$ cat src/hw/rtl/mtfd_pkg.sv
package mtfd_pkg;

    localparam int NUM_TENANTS = 8;
    localparam int QUEUE_SLOTS = 32;
    localparam int MAX_WORKERS = 8;
    localparam int KEY_BITS    = 16;
    localparam int TW          = 3;    // tenant index
    localparam int RUNW        = 4;    // running counters
    localparam int STAMPW      = 32;

    localparam logic [2:0] ST_QUEUED     = 3'd0;
    localparam logic [2:0] ST_DUPLICATE  = 3'd1;
    localparam logic [2:0] ST_FULL       = 3'd2;
    localparam logic [2:0] ST_DISPATCHED = 3'd3;
    localparam logic [2:0] ST_NONE_READY = 3'd4;
    localparam logic [2:0] ST_COMPLETED  = 3'd5;
    localparam logic [2:0] ST_CANCELLED  = 3'd6;
    localparam logic [2:0] ST_NOT_FOUND  = 3'd7;

    localparam logic [1:0] FN_SUBMIT   = 2'd0;
    localparam logic [1:0] FN_DISPATCH = 2'd1;
    localparam logic [1:0] FN_COMPLETE = 2'd2;
    localparam logic [1:0] FN_CANCEL   = 2'd3;

    localparam logic [1:0] CFG_WORKERS   = 2'd0;
    localparam logic [1:0] CFG_RUN_LIM   = 2'd1;
    localparam logic [1:0] CFG_TOTAL_LIM = 2'd2;
    localparam logic [1:0] CFG_PEND_LIM  = 2'd3;

    typedef struct packed {
        logic [TW-1:0]       tenant;
        logic [KEY_BITS-1:0] key;
        logic [STAMPW-1:0]   stamp;
    } t_slot;

endpackage

$ cat src/hw/rtl/mtfd_slot_mem.sv
module mtfd_slot_mem #(
    parameter int QUEUE_SLOTS = mtfd_pkg::QUEUE_SLOTS
) (
    input  logic                           i_clk,
    input  logic                           i_we,
    input  logic [$clog2(QUEUE_SLOTS)-1:0] i_waddr,
    input  mtfd_pkg::t_slot                i_wdata,
    input  logic [$clog2(QUEUE_SLOTS)-1:0] i_raddr,
    output mtfd_pkg::t_slot                o_rdata
);

    mtfd_pkg::t_slot r_mem [QUEUE_SLOTS];
    mtfd_pkg::t_slot r_rdata;

    always_ff @(posedge i_clk) begin
        if (i_we) begin
            r_mem[i_waddr] <= i_wdata;
        end
        r_rdata <= r_mem[i_raddr];
    end

    assign o_rdata = r_rdata;

endmodule

$ cat src/hw/rtl/multi_tenant_fair_dispatcher_unit.sv
// Submit and cancel sweep the whole slot table; complete only searches the running table.
// Dispatch: answers none-ready without popping when no worker is free, else pops ready-ring entries
//   and sweeps the slot table once per tenant scanned, through its single read port.
// Throughput: one item at a time; the next item is taken once the result is in the output register.
// Reset (i_rst_n low, synchronous): all queues, counters and the ready ring empty; configuration
//   registers return to their defaults. No clearing pass: slot entries are covered by valid flops.
module multi_tenant_fair_dispatcher_unit #(
    parameter int QUEUE_SLOTS = mtfd_pkg::QUEUE_SLOTS
) (
    input  logic        i_clk,
    input  logic        i_rst_n,
    input  logic        s_axis_tvalid,
    output logic        s_axis_tready,
    input  logic [23:0] s_axis_tdata,   // tenant[2:0], job_key[18:3], zero
    input  logic [1:0]  s_axis_tuser,   // func
    output logic        m_axis_tvalid,
    input  logic        m_axis_tready,
    output logic [31:0] m_axis_tdata,   // out_tenant[2:0], out_key[18:3],
                                        // pending_total[24:19], running_total[28:25], zero
    output logic [2:0]  m_axis_tuser,   // status
    input  logic        i_cfg_we,
    input  logic [1:0]  i_cfg_idx,
    input  logic [5:0]  i_cfg_data
);

    localparam int SW   = $clog2(QUEUE_SLOTS);
    localparam int PW   = $clog2(QUEUE_SLOTS + 1);
    localparam int NT   = mtfd_pkg::NUM_TENANTS;
    localparam int MW   = mtfd_pkg::MAX_WORKERS;
    localparam int TW   = mtfd_pkg::TW;
    localparam int KW   = mtfd_pkg::KEY_BITS;
    localparam int RUNW = mtfd_pkg::RUNW;
    localparam int STW  = mtfd_pkg::STAMPW;
    localparam int RIW  = $clog2(MW);
    localparam logic [SW-1:0] LAST = SW'(QUEUE_SLOTS - 1);

    localparam logic [2:0] S_IDLE  = 3'd0;
    localparam logic [2:0] S_SCAN  = 3'd1;
    localparam logic [2:0] S_APPLY = 3'd2;
    localparam logic [2:0] S_POP   = 3'd3;
    localparam logic [2:0] S_READY = 3'd4;
    localparam logic [2:0] S_OUT   = 3'd5;

    logic [2:0] r_state;

    logic [3:0] r_workers;
    logic [2:0] r_run_lim;
    logic [5:0] r_total_lim;
    logic [4:0] r_pend_lim;

    logic [1:0]    r_func;
    logic [TW-1:0] r_t;
    logic [KW-1:0] r_k;
    logic [2:0]    r_status;
    logic [TW-1:0] r_res_t;
    logic [KW-1:0] r_res_k;

    logic [QUEUE_SLOTS-1:0] r_slot_valid;
    logic [STW-1:0]         r_arrival;
    logic [MW-1:0]          r_run_valid;
    logic [TW-1:0]          r_run_t [MW];
    logic [KW-1:0]          r_run_k [MW];
    logic [PW-1:0]          r_tpend [NT];
    logic [RUNW-1:0]        r_trun [NT];
    logic [NT-1:0]          r_in_ring;
    logic [TW-1:0]          r_ring [NT];
    logic [TW-1:0]          r_head;
    logic [TW:0]            r_rcount;
    logic [PW-1:0]          r_pending;
    logic [RUNW-1:0]        r_running;
    logic [RIW-1:0]         r_run_free;

    // sweep
    logic          r_issue;
    logic [SW-1:0] r_idx;
    logic          r_rd_vld;
    logic [SW-1:0] r_rd_idx;
    logic          r_free_found;
    logic [SW-1:0] r_free_idx;
    logic          r_hit;
    logic [SW-1:0] r_hit_idx;
    logic          r_best_found;
    logic [SW-1:0] r_best_idx;
    logic [STW-1:0] r_best_age;
    logic [KW-1:0] r_best_key;

    logic          r_ov;
    logic [2:0]    r_o_status;
    logic [TW-1:0] r_o_t;
    logic [KW-1:0] r_o_k;
    logic [5:0]    r_o_pend;
    logic [3:0]    r_o_run;

    logic            mem_we;
    mtfd_pkg::t_slot mem_wdata;
    mtfd_pkg::t_slot mem_rdata;

    mtfd_slot_mem #(.QUEUE_SLOTS(QUEUE_SLOTS)) u_mem (
        .i_clk   (i_clk),
        .i_we    (mem_we),
        .i_waddr (r_free_idx),
        .i_wdata (mem_wdata),
        .i_raddr (r_idx),
        .o_rdata (mem_rdata)
    );

    // running table lookup and free entry
    logic           run_hit;
    logic [RIW-1:0] run_hit_idx;
    logic           run_free;
    logic [RIW-1:0] run_free_idx;
    always_comb begin
        run_hit = 1'b0;
        run_hit_idx = '0;
        run_free = 1'b0;
        run_free_idx = '0;
        for (int i = MW - 1; i >= 0; i--) begin
            if (r_run_valid[i] && r_run_t[i] == r_t && r_run_k[i] == r_k) begin
                run_hit = 1'b1;
                run_hit_idx = RIW'(i);
            end
            if (!r_run_valid[i]) begin
                run_free = 1'b1;
                run_free_idx = RIW'(i);
            end
        end
    end

    logic [3:0] bound;
    assign bound = (r_workers < 4'(MW)) ? r_workers : 4'(MW);

    logic [STW-1:0] rd_age;
    logic           rd_v;
    assign rd_age = r_arrival - mem_rdata.stamp;
    assign rd_v   = r_slot_valid[r_rd_idx];

    logic [TW-1:0] pop_t;
    logic          pop_blocked;
    assign pop_t = r_ring[r_head];
    assign pop_blocked = (r_trun[pop_t] >= RUNW'(r_run_lim)) || (r_tpend[pop_t] == '0);

    logic [TW-1:0] tail;
    assign tail = r_head + r_rcount[TW-1:0];

    logic submit_full;
    assign submit_full = (32'(r_pending) >= 32'(r_total_lim)) ||
                         (32'(r_tpend[r_t]) >= 32'(r_pend_lim)) || !r_free_found;

    // slot is written only when the submit is accepted
    assign mem_we = (r_state == S_APPLY) && (r_func == mtfd_pkg::FN_SUBMIT) &&
                    !r_hit && !run_hit && !submit_full;
    assign mem_wdata = '{tenant: r_t, key: r_k, stamp: r_arrival};

    logic out_free;
    assign out_free = !r_ov || m_axis_tready;

    assign s_axis_tready = (r_state == S_IDLE);

    always_ff @(posedge i_clk) begin
        if (!i_rst_n) begin
            r_state      <= S_IDLE;
            r_workers    <= 4'd4;
            r_run_lim    <= 3'd1;
            r_total_lim  <= 6'd32;
            r_pend_lim   <= 5'd8;
            r_slot_valid <= '0;
            r_arrival    <= '0;
            r_run_valid  <= '0;
            r_in_ring    <= '0;
            r_head       <= '0;
            r_rcount     <= '0;
            r_pending    <= '0;
            r_running    <= '0;
            r_issue      <= 1'b0;
            r_rd_vld     <= 1'b0;
            r_ov         <= 1'b0;
            for (int i = 0; i < NT; i++) begin
                r_tpend[i] <= '0;
                r_trun[i]  <= '0;
            end
        end else begin
            if (i_cfg_we) begin
                unique case (i_cfg_idx)
                    mtfd_pkg::CFG_WORKERS:   r_workers   <= i_cfg_data[3:0];
                    mtfd_pkg::CFG_RUN_LIM:   r_run_lim   <= i_cfg_data[2:0];
                    mtfd_pkg::CFG_TOTAL_LIM: r_total_lim <= i_cfg_data;
                    mtfd_pkg::CFG_PEND_LIM:  r_pend_lim  <= i_cfg_data[4:0];
                    default: ;
                endcase
            end
            // S_OUT reloads the output register itself
            if (r_ov && m_axis_tready && r_state != S_OUT) begin
                r_ov <= 1'b0;
            end

            // read pipeline of the sweep
            r_rd_vld <= r_issue;
            r_rd_idx <= r_idx;
            if (r_issue) begin
                if (r_idx == LAST) begin
                    r_issue <= 1'b0;
                end else begin
                    r_idx <= r_idx + 1'b1;
                end
            end

            unique case (r_state)
                S_IDLE: begin
                    if (s_axis_tvalid) begin
                        r_func  <= s_axis_tuser;
                        r_t     <= s_axis_tdata[TW-1:0];
                        r_k     <= s_axis_tdata[TW+KW-1:TW];
                        r_res_t <= s_axis_tdata[TW-1:0];
                        r_res_k <= s_axis_tdata[TW+KW-1:TW];
                        r_free_found <= 1'b0;
                        r_hit        <= 1'b0;
                        r_best_found <= 1'b0;
                        unique case (s_axis_tuser) inside
                            mtfd_pkg::FN_SUBMIT, mtfd_pkg::FN_CANCEL: begin
                                r_idx   <= '0;
                                r_issue <= 1'b1;
                                r_state <= S_SCAN;
                            end
                            mtfd_pkg::FN_COMPLETE: r_state <= S_APPLY;
                            default: begin
                                if (r_running < bound && run_free) begin
                                    r_run_free <= run_free_idx;
                                    r_state    <= S_POP;
                                end else begin
                                    r_status <= mtfd_pkg::ST_NONE_READY;
                                    r_state  <= S_OUT;
                                end
                            end
                        endcase
                    end
                end
                S_SCAN: begin
                    if (r_rd_vld) begin
                        if (!rd_v && !r_free_found) begin
                            r_free_found <= 1'b1;
                            r_free_idx   <= r_rd_idx;
                        end
                        if (rd_v && mem_rdata.tenant == r_t) begin
                            if (mem_rdata.key == r_k && !r_hit) begin
                                r_hit     <= 1'b1;
                                r_hit_idx <= r_rd_idx;
                            end
                            if (!r_best_found || rd_age > r_best_age) begin
                                r_best_found <= 1'b1;
                                r_best_idx   <= r_rd_idx;
                                r_best_age   <= rd_age;
                                r_best_key   <= mem_rdata.key;
                            end
                        end
                        if (r_rd_idx == LAST) begin
                            r_state <= S_APPLY;
                            if (r_func == mtfd_pkg::FN_SUBMIT) begin
                                // queued is preset here; S_APPLY overrides it if the submit is refused
                                r_status <= mtfd_pkg::ST_QUEUED;
                            end
                        end
                    end
                end
                S_APPLY: begin
                    r_state <= S_OUT;
                    unique case (r_func)
                        mtfd_pkg::FN_SUBMIT: begin
                            // r_status still holds queued here; duplicate wins over limits
                            if (r_hit || run_hit) begin
                                r_status <= mtfd_pkg::ST_DUPLICATE;
                            end else if (submit_full) begin
                                r_status <= mtfd_pkg::ST_FULL;
                            end else begin
                                r_slot_valid[r_free_idx] <= 1'b1;
                                r_arrival  <= r_arrival + 1'b1;
                                r_tpend[r_t] <= r_tpend[r_t] + 1'b1;
                                r_pending  <= r_pending + 1'b1;
                                r_state    <= S_READY;
                            end
                        end
                        mtfd_pkg::FN_CANCEL: begin
                            if (r_hit) begin
                                r_slot_valid[r_hit_idx] <= 1'b0;
                                if (r_tpend[r_t] != '0) r_tpend[r_t] <= r_tpend[r_t] - 1'b1;
                                if (r_pending != '0) r_pending <= r_pending - 1'b1;
                                r_status <= mtfd_pkg::ST_CANCELLED;
                            end else begin
                                r_status <= mtfd_pkg::ST_NOT_FOUND;
                            end
                        end
                        mtfd_pkg::FN_COMPLETE: begin
                            if (run_hit) begin
                                r_run_valid[run_hit_idx] <= 1'b0;
                                if (r_trun[r_t] != '0) r_trun[r_t] <= r_trun[r_t] - 1'b1;
                                if (r_running != '0) r_running <= r_running - 1'b1;
                                r_status <= mtfd_pkg::ST_COMPLETED;
                                r_state  <= S_READY;
                            end else begin
                                r_status <= mtfd_pkg::ST_NOT_FOUND;
                            end
                        end
                        default: begin
                            if (r_best_found) begin
                                r_slot_valid[r_best_idx] <= 1'b0;
                                r_tpend[r_t] <= r_tpend[r_t] - 1'b1;
                                r_pending    <= r_pending - 1'b1;
                                r_run_valid[r_run_free] <= 1'b1;
                                r_run_t[r_run_free] <= r_t;
                                r_run_k[r_run_free] <= r_best_key;
                                r_trun[r_t]  <= r_trun[r_t] + 1'b1;
                                r_running    <= r_running + 1'b1;
                                r_res_t      <= r_t;
                                r_res_k      <= r_best_key;
                                r_status     <= mtfd_pkg::ST_DISPATCHED;
                                r_state      <= S_READY;
                            end else begin
                                r_state <= S_POP;
                            end
                        end
                    endcase
                end
                S_POP: begin
                    if (r_rcount == '0) begin
                        r_status <= mtfd_pkg::ST_NONE_READY;
                        r_state  <= S_OUT;
                    end else begin
                        r_head   <= r_head + 1'b1;
                        r_rcount <= r_rcount - 1'b1;
                        r_in_ring[pop_t] <= 1'b0;
                        if (!pop_blocked) begin
                            r_t          <= pop_t;
                            r_best_found <= 1'b0;
                            r_idx        <= '0;
                            r_issue      <= 1'b1;
                            r_state      <= S_SCAN;
                        end
                    end
                end
                S_READY: begin
                    if (!r_in_ring[r_t] && r_trun[r_t] < RUNW'(r_run_lim) &&
                        r_tpend[r_t] != '0 && r_rcount < (TW+1)'(NT)) begin
                        r_in_ring[r_t] <= 1'b1;
                        r_ring[tail]   <= r_t;
                        r_rcount       <= r_rcount + 1'b1;
                    end
                    r_state <= S_OUT;
                end
                S_OUT: begin
                    if (out_free) begin
                        r_ov       <= 1'b1;
                        r_o_status <= r_status;
                        r_o_t      <= r_res_t;
                        r_o_k      <= r_res_k;
                        r_o_pend   <= 6'(r_pending);
                        r_o_run    <= r_running;
                        r_state    <= S_IDLE;
                    end
                end
                default: r_state <= S_IDLE;
            endcase
        end
    end

    assign m_axis_tvalid = r_ov;
    assign m_axis_tuser  = r_o_status;
    assign m_axis_tdata  = {3'b000, r_o_run, r_o_pend, r_o_k, r_o_t};

`ifndef SYNTHESIS
    a_run_count: assert property (@(posedge i_clk) disable iff (!i_rst_n)
        $countones(r_run_valid) == 32'(r_running))
        else $error("running count out of step with running table");
    a_pend_count: assert property (@(posedge i_clk) disable iff (!i_rst_n)
        $countones(r_slot_valid) == 32'(r_pending))
        else $error("pending count out of step with slot valid bits");
    a_ring_count: assert property (@(posedge i_clk) disable iff (!i_rst_n)
        $countones(r_in_ring) == 32'(r_rcount))
        else $error("ready ring count out of step with ring membership");
    a_out_hold: assert property (@(posedge i_clk) disable iff (!i_rst_n)
        (r_state == S_OUT && !out_free) |=> (r_state == S_OUT))
        else $error("result lost while output busy");
`endif

endmodule

$ cat config.mk
export PLATFORM = sky130hd
export DESIGN_NAME = multi_tenant_fair_dispatcher_unit
export DESIGN_NICKNAME = d
export VERILOG_FILES = /design/src/hw/rtl/mtfd_pkg.sv /design/src/hw/rtl/mtfd_slot_mem.sv /design/src/hw/rtl/multi_tenant_fair_dispatcher_unit.sv
export SDC_FILE = /design/constraint.sdc
export NUM_CORES = 2
export LEC_CHECK = 0
export BUFFER_PORTS_ARGS = -buffer_cell sky130_fd_sc_hd__clkbuf_2
export CORE_MARGIN = 3
export CORE_UTILIZATION = 45
export CTS_BUF_LIST = sky130_fd_sc_hd__clkbuf_8
export CTS_CLUSTER_SIZE = 30
export DETAILED_ROUTE_END_ITERATION = 8
export REMOVE_ABC_BUFFERS = 1
export SLEW_MARGIN = 10
export SYNTH_ARGS = -nofsm -noshare
export SYNTH_HDL_FRONTEND = slang
export SYNTH_SLANG_ARGS = --single-unit
$ cat constraint.sdc
create_clock -name i_clk -period 13.25 [get_ports i_clk]
set_input_delay 1.9875 -clock i_clk [delete_from_list [all_inputs] [get_ports i_clk]]
set_output_delay 1.9875 -clock i_clk [all_outputs]
set_load 0.02 [all_outputs]
# After elaboration in Yosys (flattened, before gate mapping)
# Memories as Yosys holds them, arrays and structs flattened. A register that Yosys moved wholly into a read port is not among the register bits.
# Index checks and enable logic that the tools add are counted.
[totals] output_inout_bits=37 ramBits=1888 n_memories=6 register_bits=275
[mem_list] name="u_mem.r_mem" words=32 width=51 read_ports=1 rd_ports_with_merged_regs=1 write_ports=1 line="mtfd_slot_mem.sv:12" source="mtfd_pkg::t_slot r_mem [QUEUE_SLOTS];"
[mem_list] name="r_run_k" words=8 width=16 read_ports=8 rd_ports_with_merged_regs=0 write_ports=1 line="multi_tenant_fair_dispatcher_unit.sv:62" source="logic [KW-1:0] r_run_k [MW];"
[mem_list] name="r_tpend" words=8 width=6 read_ports=2 rd_ports_with_merged_regs=1 write_ports=8 line="multi_tenant_fair_dispatcher_unit.sv:63" source="logic [PW-1:0] r_tpend [NT];"
[mem_list] name="r_trun" words=8 width=4 read_ports=2 rd_ports_with_merged_regs=1 write_ports=8 line="multi_tenant_fair_dispatcher_unit.sv:64" source="logic [RUNW-1:0] r_trun [NT];"
[mem_list] name="r_ring" words=8 width=3 read_ports=1 rd_ports_with_merged_regs=1 write_ports=1 line="multi_tenant_fair_dispatcher_unit.sv:66" source="logic [TW-1:0] r_ring [NT];"
[mem_list] name="r_run_t" words=8 width=3 read_ports=8 rd_ports_with_merged_regs=0 write_ports=1 line="multi_tenant_fair_dispatcher_unit.sv:61" source="logic [TW-1:0] r_run_t [MW];"
[op_classes] bitwise=20 mux=187 eq_ne=59 add_sub_neg=15 n_reduce_logical=100 n_lt_le_gt_ge=23
[op_table] op="16-bit equality test" count=9
[op_table] op="32-bit 2-to-1 mux" count=4
[op_table] op="3-bit 2-to-1 mux" count=41
[op_table] op="32-bit case mux with 3 select lines" count=1
[op_table] op="1-bit 2-to-1 mux" count=82
[op_table] op="32-bit AND" count=2
[op_table] op="32-bit inverter" count=2
[op_table] op="16-bit 2-to-1 mux" count=3
[op_table] op="6-bit 2-to-1 mux" count=8
[op_table] op="2-bit inequality test, second input constant" count=23
[op_table] op="5-bit AND reduction" count=8
[op_table] op="1-bit logical AND" count=36
[op_table] op="32-bit by 1-bit adder with 32-bit output, second input constant" count=1
[op_table] op="32-bit greater-than comparator" count=1
[op_table] op="4-bit 2-to-1 mux" count=8
[op_table] op="8-bit 2-to-1 mux" count=4
[op_table] op="32-bit bitwise OR" count=1
[op_table] op="16-bit case mux with 2 select lines" count=1
[op_table] op="8-bit case mux with 2 select lines" count=2
[op_table] op="32-bit subtractor" count=1
[op_table] op="5-bit 2-to-1 mux" count=6
[op_table] op="3-bit equality test" count=9
[op_table] op="5-bit by 6-bit less-than comparator with 1-bit output, second input constant" count=4
[op_table] op="3-bit case mux with 2 select lines" count=3
[op_table] op="64 further kinds" count=144

# Logic depth before layout (Yosys ltp)
# An unclocked memory read counts as a cell.
[logic_depth] depth_word=22 depth_mapped=21 mapped_depth_nobuf=21

# Modules after synthesis
# From an unflattened synthesis, not the netlist that was laid out.
[unflattened] cells_unflattened=5953 area_unflattened_um2=91666.7
[modules_own_cells] mod="mtfd_slot_mem" instances=1 seq_area_each_um2=50028.0 area_per_inst_um2=64546.9 cells_per_inst=3574
[modules_own_cells] mod="multi_tenant_fair_dispatcher_unit" instances=1 seq_area_each_um2=14854.2 area_per_inst_um2=27119.8 cells_per_inst=2379

# Least setup slack after synthesis
# No wires, ideal clock.
[synth_timing] kind="reg2reg" startpoint="register r_arrival[0]" endpoint="register r_best_age[0] (enable)" stages_incl_launch_ff=19 synth_period_minus_slack_ns=9.635 path_buffers=0 t_required_ns=12.655 setup_slack_ns=3.615 arrival_ns=9.040 cell_sequence="dfxtp_1 > inv_1 > ha_1 > inv_1 > fa_1 > a211oi_1 > o21ai_0 > nor3b_1 > o31ai_1 > o21ai_0 > a31oi_1 > o311ai_0 > ha_1 > nand4_1 > or3_1 > and4b_1 > o21ai_0 > a221oi_1 > nor4_1"
[synth_between] elab_chain_len=4
[synth_rtl] item="start: declaration" line="multi_tenant_fair_dispatcher_unit.sv:59" source="logic [STW-1:0] r_arrival;"
[synth_rtl] item="start signal: assignment" line="multi_tenant_fair_dispatcher_unit.sv:275" source="r_arrival <= r_arrival + 1'b1;"
[synth_rtl] item="32-bit subtractor" line="multi_tenant_fair_dispatcher_unit.sv:134" source="assign rd_age = r_arrival - mem_rdata.stamp;"
[synth_rtl] item="via rd_age[30]" line="multi_tenant_fair_dispatcher_unit.sv:132" source="logic [STW-1:0] rd_age;"
[synth_rtl] item="32-bit greater-than comparator" line="multi_tenant_fair_dispatcher_unit.sv:248" source="if (!r_best_found || rd_age > r_best_age) begin"
[synth_rtl] item="1-bit logical OR" line="multi_tenant_fair_dispatcher_unit.sv:248"
[synth_rtl] item="5-bit AND reduction (no source line)"
[synth_rtl] item="end signal: assignment" line="multi_tenant_fair_dispatcher_unit.sv:251" source="r_best_age <= rd_age;"
[synth_rtl] item="end: declaration" line="multi_tenant_fair_dispatcher_unit.sv:84" source="logic [STW-1:0] r_best_age;"
# The timed path passes the listed nets, and every way through them passes these cells.
# A chain may end at the register's enable or synchronous reset.

# Final worst setup path
[layout_timing] startpoint="register r_arrival[0]" endpoint="register r_best_age[22] (enable)"
# Same word-level chain as after synthesis.

==> impl_metrics.yaml <==
run_status:
  status: "completed"
synth:
  synth-xor-area-share_pct: 2.14
  ys.flop_type: "edfxtp_1"
  synth-edff-count: 2042
  synth_cells: 4865
  yosysWarningCount: 0
  ys_types: 90
  synthAdderAreaFrac_pct: 1.58
  ys_seq_area_share_pct: 71.5
  synth_top_family_by_area: "multiplexers"
  synth_seq_cells: 2220
  synth_area_per_cell_um2: 18.6
  syn_area_um2: 90700
  post_synth_mux_area_share_pct: 14.9
  synth_compound_area_share_pct: 3.24
  synth-simple-area-share_pct: 4.90
  async_flop_share_pct: 0
clocking:
  post_cts_buffers: 0
  cts_resized: 0
  cts-root-buf: "clkbuf_8"
  numCtsBuffers: 374
  clockBufferDepth: 4
  cts_tree: "built"
  htree_levels: 5
  clk_pin_slew_ns: 0.06
  cts_hold_buffers: 0
  cts_sinks: 2220
  worstSkewPairLatency_ns: 1.08
placement:
  io_buffer_count: 67
  dp.cells: 7472
  hpwlAfterDp_um: 120000
  gp_congestion: 0.853
detailed_routing:
  firstDrtPassIters: 5
  avgRoutedWirePerCell_um: 27.4
  wl_um: 223000
  dr.first_iter.drc_count: 4684
  drcViolationCount: 0
  vias_per_cell: 5.87
  vias: 47688
  ant_nets: 0
timing:
  tightest_slew_ns: 1.22
  setup_viol: 0
  rsz0062_at_grt: "false"
  finalCriticalPeriod_ns: 6.50
  final_hold_viol_count: 0
  fmax_ghz: 0.154
  slew_violations: 0
  slew_headroom_pct: 18.1
  fin_skew_ns: 0.0866
  fin_tns_setup_ns: 0
  fin_crit_sh_pct: 49.1
worst_setup_path:
  cp_max_fo: 53
  cp_num_cells: 21
  regToRegEndpoint: "r_best_age[22]"
  reg2reg_from: "r_arrival[0]"
  path_class: "flip-flop to flip-flop"
  slowest_stage: "dfxtp_1"
  arrival_ns: 7.16
  r2r_setup_slack_ns: 6.75
  cpLargestDelayFamily: "compound AO/OA/AOI/OAI gates"
  crit_chain: "inv_1 -> ha_1 -> inv_1 -> fa_1 -> a211oi_1 -> o21ai_0 -> nor3b_1 -> o31ai_1 -> o21ai_0 -> buf_4 -> a31oi_1 -> o311ai_0 -> ha_1 -> nand4_1 -> or3_1 -> and4b_1 -> o21ai_0 -> a221oi_1 -> buf_4 -> nor4_2 -> buf_4"
  cp_slowest_stage_delay_ns: 1.04
  cp-startpoint: "r_arrival[0]"
  cp-end-kind: "flip-flop"
  worstRegToRegCells: 21
  critPathBufInv: 5
  cp.required_ns: 13.91
  start_kind: "flip-flop"
power_and_ir_drop:
  peakVddDrop_mv: 0.107
  leakage_nw: 32.9
  p_per_area_nw_per_um2: 165
grt:
  grt_first_pass_wirelength_um: 327000
  antenna_found_initial: 3
  grt_overflow: 0
  grt_pass1_vias: 48308
  grt_usage_pct: 21.6
  grt_max_degree: 151
layout:
  final_common_cell: "edfxtp_1"
  fin_cells: 8125
  syn_to_final_growth_pct: 11.9
  finalNetCount: 5342
  drive_above_1_share_pct: 25.0
  seq_area_um2: 64900
  nFillCells: 16175
  final_cell_mix: "edfxtp_1, mux4_2, clkbuf_8"
  multi_input_area_um2: 24500
die:
  row_count: 164
  start_util_pct: 45.3
  dieArea_um2: 207000
  ios: 76
  die_w_um: 455
  fp.coreArea_um2: 200000
  chipHeight_um: 455
hold_path:
  hold_path_end: "r_o_k[2]"
  hold_path.class: "flip-flop to flip-flop"
  worstHoldStart: "r_res_k[2]"
  hold_path_depth: 0
flow_run:
  maxCapViolCount: 0
[layout make-up]
class | count | share of cell area (%)
Timing Repair Buffer | 208 | 1.45
Clock inverter | 246 | 1.23
Antenna cell | 4 | 0.00986
Multi-Input combinational cell | 2267 | 24.2
Inverter | 121 | 0.448
Tap cell | 2656 | 3.27
Sequential cell | 2220 | 63.9
Clock buffer | 403 | 5.47
[cells in the mapped netlist (82+ instances only)]
master    instances  area, um^2
nand2_1         190         713
mux4_2          544       12300
xor2_1          110         963
edfxtp_1       2042       61300
inv_1           118         443
nor2_1          130         488
nor3_1          151         756
ha_1            105        1310
a21oi_1          82         410
o21ai_0          85         425
dfxtp_1         178        3560
xnor2_1         106         928
clkbuf_1        155         582
[layer usage]
layer | vias to the layer above | track usage [%] | part of all wire, %
met5 | - | 0 | 0
met4 | 0 | 6.14 | 2.2
met1 | 25144 | 31.1 | 44
met3 | 342 | 3.65 | 6.4
li1 | 20497 | - | -
met2 | 1705 | 34.0 | 48
[power breakdown]
| group | switching, mW | total (mW) | internal (mW) |
|---|---|---|---|
| clock | 2.66 | 5.62 | 2.96 |
| combinational | 1.73 | 3.07 | 1.34 |
| sequential | 0.123 | 8.03 | 7.91 |
| total | 4.52 | 16.7 | 12.2 |
[cells by family after synthesis]
kind of cell	Yosys count
adders and majority gates	111
and+or+nand+nor	848
muxes	661
xor gates and xnor gates	219
other	1
DFF	2220
AOI/OAI and AO/OA	425
buffers and inverters	380
[per-stage QoR]
step	util, %	hold slack [ns]	worst slack (ns)	cell area, um^2	power, mW
finish	50.7	0.419	6.75	101000	16.7
global route	50.7	0.427	6.11	101000	17.5
CTS	50.7	0.416	6.77	101000	16.9
detailed placement	47.3	0.406	6.80	94700	11.3
global placement	47.3	0.404	6.84	94700	11.2
floorplan	-	0.400	-4.58	89600	11.2
[flip-flops by register name, indices dropped and copies added (netlist names), 24 cells and up, named ones only]
signal	flops
r_arrival	32
u_mem.o_rdata	51
u_mem.r_mem	1632
r_run_t	24
r_ring	24
r_slot_valid	32
r_best_age	32
r_tpend	48
r_run_k	128
r_trun	32
[how the worst max path moves through the flow]
stage,end
floorplan,r_rd_idx[0]
global placement,r_best_age[10]
detailed placement,r_best_age[9]
CTS,r_best_key[5]
global route,r_best_age[18]
finish,r_best_age[22]
Note: power is estimated with default switching activity, not from simulation.
